==> config.mk <==
export PLATFORM = sky130hd
export DESIGN_NAME = update_timer_with_one_pulse_flat
export DESIGN_NICKNAME = d
export VERILOG_FILES = /design/src/hdl/upt_pkg.sv /design/src/hdl/upt_req_if.sv /design/src/hdl/upt_rsp_if.sv /design/src/hdl/upt_core.sv /design/src/hdl/update_timer_with_one_pulse.sv /design/src/flat_wrapper.sv
export VERILOG_INCLUDE_DIRS = /design/src /design/src/hdl
export SDC_FILE = /design/constraint.sdc
export NUM_CORES = 1
export LEC_CHECK = 0
export ABC_AREA = 1
export BUFFER_PORTS_ARGS = -buffer_cell sky130_fd_sc_hd__buf_2
export CAP_MARGIN = 25
export CORE_ASPECT_RATIO = 1.4
export CORE_MARGIN = 4
export CORE_UTILIZATION = 37
export DETAILED_ROUTE_END_ITERATION = 7
export PLACE_DENSITY = 0.56
export SYNTH_ARGS = -nofsm -noshare
export SYNTH_HDL_FRONTEND = slang
export SYNTH_SLANG_ARGS = --single-unit
==> constraint.sdc <==
create_clock -name clk -period 1.78 [get_ports clk]
set_clock_uncertainty 0.05 [all_clocks]
set_input_delay 0.089 -clock clk [delete_from_list [all_inputs] [get_ports clk]]
set_output_delay 0.089 -clock clk [all_outputs]
set_load 0.005 [all_outputs]
==> src/hdl/assert_macros.svh <==
// assertion macros shared by the timer rtl
`ifndef ASSERT_MACROS_SVH
`define ASSERT_MACROS_SVH

// antecedent implies consequent in the same cycle, sampled on clk, off in reset
`define ASSERT_IMPLIES(name, ante, cons) \
    name: assert property (@(posedge clk) disable iff (!rst_n) (ante) |-> (cons)) \
        else $error("timer assertion failed");

// antecedent implies consequent in the next cycle, sampled on clk, off in reset
`define ASSERT_NEXT(name, ante, cons) \
    name: assert property (@(posedge clk) disable iff (!rst_n) (ante) |=> (cons)) \
        else $error("timer assertion failed");

`endif

==> src/hdl/upt_pkg.sv <==
// types and register constants of the timer
`default_nettype none

package upt_pkg;

    // request op codes
    localparam logic [1:0] OP_TICK  = 2'd0;
    localparam logic [1:0] OP_READ  = 2'd1;
    localparam logic [1:0] OP_WRITE = 2'd2;

    // register map
    localparam logic [2:0] REG_CTRL     = 3'd0;
    localparam logic [2:0] REG_IRQ_EN   = 3'd1;
    localparam logic [2:0] REG_STATUS   = 3'd2;
    localparam logic [2:0] REG_EVENT    = 3'd3;
    localparam logic [2:0] REG_COUNT    = 3'd4;
    localparam logic [2:0] REG_PRESCALE = 3'd5;
    localparam logic [2:0] REG_RELOAD   = 3'd6;

    // register bit positions
    localparam int CTRL_EN_BIT      = 0;
    localparam int CTRL_URS_BIT     = 2;
    localparam int CTRL_OPM_BIT     = 3;
    localparam int EVENT_UPDATE_BIT = 0;
    localparam int STATUS_FLAG_BIT  = 0;
    localparam int IRQEN_UPDATE_BIT = 0;

    localparam int DATA_WIDTH = 16;

    typedef struct packed {
        logic [1:0]            op;
        logic [2:0]            reg_sel;
        logic [DATA_WIDTH-1:0] write_data;
    } step_t;

    typedef struct packed {
        logic [DATA_WIDTH-1:0] read_data;
        logic                  irq;
    } result_t;

    typedef struct packed {
        logic update_flag;
        logic update_irq_enable;
    } status_t;

endpackage

`default_nettype wire

==> src/hdl/upt_req_if.sv <==
// request channel of the timer
`default_nettype none

interface upt_req_if;
    logic        valid;
    logic        ready;
    logic [1:0]  op;
    logic [2:0]  reg_sel;
    logic [15:0] write_data;

    modport source (output valid, output op, output reg_sel, output write_data, input ready);
    modport sink (input valid, input op, input reg_sel, input write_data, output ready);
endinterface

`default_nettype wire

==> src/hdl/upt_rsp_if.sv <==
// response channel of the timer
`default_nettype none

interface upt_rsp_if;
    logic        valid;
    logic        ready;
    logic [15:0] read_data;
    logic        irq;

    modport source (output valid, output read_data, output irq, input ready);
    modport sink (input valid, input read_data, input irq, output ready);
endinterface

`default_nettype wire

==> src/hdl/upt_core.sv <==
// timer register file, prescaler and counter with one-request update logic
`default_nettype none

module upt_core #(
    parameter int COUNT_WIDTH = 16
) (
    input  wire logic            clk,
    input  wire logic            rst_n,
    input  wire logic            step_en,
    input  wire upt_pkg::step_t  step,
    output upt_pkg::result_t     result,
    output upt_pkg::status_t     status
);

    logic                   enable_reg, enable_next;
    logic                   one_pulse_reg, one_pulse_next;
    logic                   urs_reg, urs_next;
    logic                   uie_reg, uie_next;
    logic                   flag_reg, flag_next;
    logic [COUNT_WIDTH-1:0] count_reg, count_next;
    logic [COUNT_WIDTH-1:0] psc_cnt_reg, psc_cnt_next;
    logic [COUNT_WIDTH-1:0] psc_wr_reg, psc_wr_next;
    logic [COUNT_WIDTH-1:0] psc_act_reg, psc_act_next;
    logic [COUNT_WIDTH-1:0] reload_reg, reload_next;
    logic [COUNT_WIDTH-1:0] wdata;
    logic [upt_pkg::DATA_WIDTH-1:0] rdata;

    assign wdata = COUNT_WIDTH'(step.write_data);

    always_comb
    begin
        enable_next    = enable_reg;
        one_pulse_next = one_pulse_reg;
        urs_next       = urs_reg;
        uie_next       = uie_reg;
        flag_next      = flag_reg;
        count_next     = count_reg;
        psc_cnt_next   = psc_cnt_reg;
        psc_wr_next    = psc_wr_reg;
        psc_act_next   = psc_act_reg;
        reload_next    = reload_reg;
        rdata          = '0;

        case (step.op)
            upt_pkg::OP_TICK:
            begin
                if (enable_reg)
                begin
                    if (psc_cnt_reg < psc_act_reg)
                    begin
                        psc_cnt_next = psc_cnt_reg + COUNT_WIDTH'(1);
                    end
                    else
                    begin
                        psc_cnt_next = '0;
                        if (count_reg == reload_reg)
                        begin
                            // update event
                            count_next   = '0;
                            psc_act_next = psc_wr_reg;
                            flag_next    = 1'b1;
                            if (one_pulse_reg)
                            begin
                                enable_next = 1'b0;
                            end
                        end
                        else
                        begin
                            count_next = count_reg + COUNT_WIDTH'(1);
                        end
                    end
                end
            end
            upt_pkg::OP_READ:
            begin
                case (step.reg_sel)
                    upt_pkg::REG_CTRL:
                    begin
                        rdata[upt_pkg::CTRL_EN_BIT]  = enable_reg;
                        rdata[upt_pkg::CTRL_URS_BIT] = urs_reg;
                        rdata[upt_pkg::CTRL_OPM_BIT] = one_pulse_reg;
                    end
                    upt_pkg::REG_IRQ_EN:   rdata[upt_pkg::IRQEN_UPDATE_BIT] = uie_reg;
                    upt_pkg::REG_STATUS:   rdata[upt_pkg::STATUS_FLAG_BIT] = flag_reg;
                    upt_pkg::REG_COUNT:    rdata = upt_pkg::DATA_WIDTH'(count_reg);
                    upt_pkg::REG_PRESCALE: rdata = upt_pkg::DATA_WIDTH'(psc_wr_reg);
                    upt_pkg::REG_RELOAD:   rdata = upt_pkg::DATA_WIDTH'(reload_reg);
                    default:               rdata = '0;
                endcase
            end
            upt_pkg::OP_WRITE:
            begin
                case (step.reg_sel)
                    upt_pkg::REG_CTRL:
                    begin
                        enable_next    = step.write_data[upt_pkg::CTRL_EN_BIT];
                        urs_next       = step.write_data[upt_pkg::CTRL_URS_BIT];
                        one_pulse_next = step.write_data[upt_pkg::CTRL_OPM_BIT];
                    end
                    upt_pkg::REG_IRQ_EN:
                    begin
                        uie_next = step.write_data[upt_pkg::IRQEN_UPDATE_BIT];
                    end
                    upt_pkg::REG_STATUS:
                    begin
                        // write zero to clear, one leaves the flag alone
                        flag_next = flag_reg & step.write_data[upt_pkg::STATUS_FLAG_BIT];
                    end
                    upt_pkg::REG_EVENT:
                    begin
                        if (step.write_data[upt_pkg::EVENT_UPDATE_BIT])
                        begin
                            count_next   = '0;
                            psc_cnt_next = '0;
                            psc_act_next = psc_wr_reg;
                            if (!urs_reg)
                            begin
                                flag_next = 1'b1;
                            end
                        end
                    end
                    upt_pkg::REG_COUNT:    count_next  = wdata;
                    upt_pkg::REG_PRESCALE: psc_wr_next = wdata;
                    upt_pkg::REG_RELOAD:   reload_next = wdata;
                    default:               reload_next = reload_reg;
                endcase
            end
            default:
            begin
                rdata = '0;
            end
        endcase
    end

    always_ff @(posedge clk or negedge rst_n)
    begin
        if (!rst_n)
        begin
            enable_reg    <= 1'b0;
            one_pulse_reg <= 1'b0;
            urs_reg       <= 1'b0;
            uie_reg       <= 1'b0;
            flag_reg      <= 1'b0;
            count_reg     <= '0;
            psc_cnt_reg   <= '0;
            psc_wr_reg    <= '0;
            psc_act_reg   <= '0;
            reload_reg    <= '1;
        end
        else if (step_en)
        begin
            enable_reg    <= enable_next;
            one_pulse_reg <= one_pulse_next;
            urs_reg       <= urs_next;
            uie_reg       <= uie_next;
            flag_reg      <= flag_next;
            count_reg     <= count_next;
            psc_cnt_reg   <= psc_cnt_next;
            psc_wr_reg    <= psc_wr_next;
            psc_act_reg   <= psc_act_next;
            reload_reg    <= reload_next;
        end
    end

    assign result.read_data = rdata;
    assign result.irq       = flag_next & uie_next;

    assign status.update_flag       = flag_reg;
    assign status.update_irq_enable = uie_reg;

endmodule

`default_nettype wire

==> src/hdl/update_timer_with_one_pulse.sv <==
// top level of the prescaled auto-reload timer with one-pulse mode
//
//   channel | dir | payload                       | handshake
//   --------+-----+-------------------------------+-------------
//   req     | in  | op, reg_sel, write_data       | valid/ready
//   rsp     | out | read_data, irq                | valid/ready
//
// one request per clock sustained while rsp.ready stays high; a response follows its request
// through the input register, then the update logic writes state and the result register
// rst_n is asynchronous and clears the control state, reload resets to all ones
// a stalled response holds in the result register while the input register keeps
// one more request; req.ready drops only when both are full
`default_nettype none

`include "assert_macros.svh"

module update_timer_with_one_pulse #(
    parameter int COUNT_WIDTH = 16
) (
    input  wire logic clk,
    input  wire logic rst_n,
    upt_req_if.sink   req,
    upt_rsp_if.source rsp
);

    // input register
    logic             s1_valid_reg;
    upt_pkg::step_t   s1_req_reg;
    logic             s1_advance;

    // result register
    logic             out_valid_reg;
    upt_pkg::result_t out_rsp_reg;

    upt_pkg::result_t core_result;
    upt_pkg::status_t core_status;

    // the held request moves on when the result register is free or being drained
    assign s1_advance = s1_valid_reg && (!out_valid_reg || rsp.ready);
    assign req.ready  = !s1_valid_reg || s1_advance;

    always_ff @(posedge clk or negedge rst_n)
    begin
        if (!rst_n)
        begin
            s1_valid_reg <= 1'b0;
        end
        else if (req.ready)
        begin
            s1_valid_reg <= req.valid;
        end
    end

    always_ff @(posedge clk)
    begin
        if (req.valid && req.ready)
        begin
            s1_req_reg.op         <= req.op;
            s1_req_reg.reg_sel    <= req.reg_sel;
            s1_req_reg.write_data <= req.write_data;
        end
    end

    // state update and response for the held request
    upt_core #(
        .COUNT_WIDTH (COUNT_WIDTH)
    ) u_core (
        .clk     (clk),
        .rst_n   (rst_n),
        .step_en (s1_advance),
        .step    (s1_req_reg),
        .result  (core_result),
        .status  (core_status)
    );

    always_ff @(posedge clk or negedge rst_n)
    begin
        if (!rst_n)
        begin
            out_valid_reg <= 1'b0;
        end
        else if (s1_advance)
        begin
            out_valid_reg <= 1'b1;
        end
        else if (rsp.ready)
        begin
            out_valid_reg <= 1'b0;
        end
    end

    always_ff @(posedge clk)
    begin
        if (s1_advance)
        begin
            out_rsp_reg <= core_result;
        end
    end

    assign rsp.valid     = out_valid_reg;
    assign rsp.read_data = out_rsp_reg.read_data;
    assign rsp.irq       = out_rsp_reg.irq;

    // a request leaving the input register always lands in the result register
    `ASSERT_NEXT(a_advance_fills_out, s1_advance, out_valid_reg)

    // a held request that cannot move stays put
    `ASSERT_NEXT(a_s1_holds, s1_valid_reg && !s1_advance, s1_valid_reg && $stable(s1_req_reg))

    // irq in a fresh response matches the flag and enable just written
    `ASSERT_NEXT(a_irq_matches_state, s1_advance,
        out_rsp_reg.irq == (core_status.update_flag && core_status.update_irq_enable))

endmodule

`default_nettype wire
==> src/flat_wrapper.sv <==
// flat-port wrapper written by rule: the top's interface ports become plain ports
module update_timer_with_one_pulse_flat 
#(
    parameter int COUNT_WIDTH = 16
)
  (clk, rst_n, req_valid, req_op, req_reg_sel, req_write_data, req_ready, rsp_valid, rsp_read_data, rsp_irq, rsp_ready);
  upt_req_if req_i ();
  upt_rsp_if rsp_i ();
  input  wire logic clk;
  input  wire logic rst_n;
  input wire logic [$bits(req_i.valid)-1:0] req_valid;
  input wire logic [$bits(req_i.op)-1:0] req_op;
  input wire logic [$bits(req_i.reg_sel)-1:0] req_reg_sel;
  input wire logic [$bits(req_i.write_data)-1:0] req_write_data;
  output wire logic [$bits(req_i.ready)-1:0] req_ready;
  output wire logic [$bits(rsp_i.valid)-1:0] rsp_valid;
  output wire logic [$bits(rsp_i.read_data)-1:0] rsp_read_data;
  output wire logic [$bits(rsp_i.irq)-1:0] rsp_irq;
  input wire logic [$bits(rsp_i.ready)-1:0] rsp_ready;
  assign req_i.valid = req_valid;
  assign req_i.op = req_op;
  assign req_i.reg_sel = req_reg_sel;
  assign req_i.write_data = req_write_data;
  assign req_ready = req_i.ready;
  assign rsp_valid = rsp_i.valid;
  assign rsp_read_data = rsp_i.read_data;
  assign rsp_irq = rsp_i.irq;
  assign rsp_i.ready = rsp_ready;
  update_timer_with_one_pulse #(.COUNT_WIDTH(COUNT_WIDTH)) u_core (.clk(clk), .rst_n(rst_n), .req(req_i), .rsp(rsp_i));
endmodule
==> results_dict.tcl <==
set metrics [dict create \
    yosysUniqueCellTypes 42 \
    crit_slowest_cell "dfrtp_1" \
    io_pins 44 \
    final_common_cell "nand2_1" \
    fin_crit_ps 1903 \
    synth.area.top_cells "dfrtp_1 27%, edfxtp_1 17%, nand2_1 12%" \
    cts-root-buf "clkbuf_16" \
    crit_type "register to register" \
    drt-pass1-iter-count 5 \
    hold_viol_final 0 \
    drv_cap 0 \
    vias_per_cell 4.687 \
    synth_top_area_share 0.2681 \
    nets 1018 \
    clock-sinks 125 \
    final.period_utilization 1.069 \
    cp_max_fo 8 \
    timing.critical_path.slowest_cell_delay_ps 360 \
    yosysTopAreaCell "dfrtp_1" \
    placeableCoreArea_um2 17470 \
    fin_ws_ps -123.1 \
    drt-initial-drc-count 314 \
    final_util 0.5356 \
    cts_made_buffers 17 \
    ys.warnings.count 0 \
    path_depth 12 \
    startpoint_type "register" \
    worst_ep_arrival_time_ps 2210 \
    final_cell_mix "199 x nand2_1, 116 x buf_4, 105 x inv_1" \
    r2r_cells 12 \
    die_width_um 121.1 \
    synth-simple-area-share 0.2330 \
    synth_ff_type "dfrtp_1" \
    finalMaxSlewViolations 0 \
    antenna_found_initial 0 \
    cp_common_cell "nand2_1" \
    gr-total-overflow 0 \
    cts_tree "done" \
    synth_edf_count 38 \
    p_leak_nw 4.442 \
    grt_pass1_vias 5859 \
    largest_reg_flops 21 \
    outcome "complete, but fails checks" \
    drive_above_1_share 0.3327 \
    drt-total-wl_um 17890 \
    worst_pin_slew_ps 391.8 \
    ys_seq_area_frac 0.5038 \
    syn_area_um2 6626 \
    rows 57 \
    post-route-drc-count 0 \
    cpLargestDelayFamily "simple AND/OR/NAND/NOR gates" \
    syn_to_final_growth_pct 41.22 \
    clk_pin_slew_worst_paths_ps 60 \
    setup_tns_ps -3895 \
    io_buffers 43 \
    synth_seq_cells 125 \
    relSlewSlack 0.7388 \
    grt_pass1_wl_um 29020 \
    wl_per_cell_um 14.60 \
    die_y_um 166.3 \
    synth_compound_area_frac 0.1195 \
    cts_htree_levels 4 \
    critPathCaptureType "register" \
    grt_max_degree 50 \
    dieArea_um2 20140 \
    insertedDiodeCount 0 \
    cp_cell_sequence "inv_1 > ha_1 > nand2_1 > o21bai_1 > a21oi_2 > nor2_4 > nand3_4 > nand2_4 > inv_8 > buf_8 > nand3_1 > nand2_1" \
    ant_nets 0 \
    synthArstFlopShare 0.6960 \
    dp.final_hpwl_um 12670 \
    pwr_density_cell_nw_per_um2 1288 \
    rsz0062_at_grt "yes" \
    synth_mux_area_frac 0 \
    gp_congestion 0.8655 \
    synth_area_per_cell_um2 8.550 \
    synth_top_family_by_area "simple AND/OR/NAND/NOR gates" \
    cp.required_ps 2090 \
    violations "setup timing" \
    syn_inst 775 \
    synth_xor_area_frac 0.02379 \
    post-place-ws_ps -278.5 \
    fmax_ghz 0.5255 \
    hold_class "primary input to asynchronous set/reset pin" \
    clk_latency_ps 430 \
    syn-num-nets 817 \
    max-vdd-ir-drop_mv 0.6609 \
    synth_fa_ha_area_frac 0.03210 \
    gr-usage-all-layers 0.1844 \
    setup_viol 49 \
    clockBufferDepth 2 \
    vias 5741 \
    start_util 0.3792 \
    whs_ps 88.05 \
    crit_buf_inv 3 \
]
## final timing paths
check	start	to	slack (ps)
worst min-delay path	rst_n	u_core.u_core.count_reg[8]	90
worst max-delay path	u_core.u_core.psc_act_reg[11]	u_core.u_core.psc_act_reg[9]	-120
worst min register to register	u_core.u_core.psc_act_reg[9]	u_core.u_core.psc_act_reg[9]	420
min in group clk	req_write_data[14]	u_core.s1_req_reg[14]	320
worst max register to register	u_core.u_core.psc_act_reg[11]	u_core.u_core.psc_act_reg[9]	-120
max in group asynchronous	rst_n	u_core.u_core.reload_reg[7]	940
## where the power goes
group | total (W) | internal (W) | switching (W)
registers | 0.00421 | 0.00374 | 0.000467
clock network | 0.00374 | 0.00247 | 0.00127
logic | 0.00411 | 0.00191 | 0.00219
total | 0.0121 | 0.00812 | 0.00393
## logic make-up (layout without fill, tap and decap cells)
kind of cell | Yosys count | count (layout)
and+or+nand+nor | 353 | 354
buffers and inverters | 136 | 349
AOI/OAI and AO/OA | 126 | 126
DFF | 125 | 125
xor gates and xnor gates | 18 | 18
adders and majority gates | 17 | 17
## cell type report
type	count	area [um2]
fill	1627	8115
sequential	125	3338
multi-input combinational	515	2997
timing repair buffer	201	1639
inverter	116	457.9
clock buffer	20	436.7
tap	236	295.3
clock inverter	12	193.9
## timing repair
item,CTS,global route
endpoints found under the setup margin,51,71
cloned,1,2
buffers inserted,1,4
hold endpoints to repair,102,0
pin swaps,6,11
resized for setup,36,57
hold buffers,25,0
## layer usage
metal,vias up,track usage,wire [um]
li1,2930,-,-
met1,2703,0.2218,7623
met2,85,0.3209,9417
met3,23,0.03680,534
met4,0,0.07150,315
met5,-,0,0
## cells in the mapped netlist (2+ instances only)
cell type / number
nand2_1: 208
inv_1: 106
dfrtp_1: 71
nor2_1: 56
o21ai_0: 53
edfxtp_1: 38
nand3_1: 38
o21ai_2: 21
ha_1: 17
a21oi_1: 16
dfstp_2: 16
nand2_2: 16
o22ai_1: 16
xor2_1: 15
nor3_1: 12
clkbuf_1: 9
inv_2: 8
nand4_1: 7
o221ai_1: 6
nor3_2: 4
buf_2: 3
buf_6: 3
nand2_4: 3
nor2_2: 3
o211ai_1: 3
o21bai_1: 3
xnor2_1: 3
a221oi_1: 2
buf_12: 2
buf_4: 2
inv_4: 2
nor3_4: 2
o21ai_1: 2
## metrics by stage
step	cells	cell area (um2)	total power (W)
after floorplan	775	6654	0.006310
after global placement	1161	8021	0.007929
after detailed placement	1161	8021	0.007968
after CTS	1220	9057	0.01198
after global routing	1225	9358	0.01284
final	1225	9358	0.01205
(Power assumes the default switching activity.)
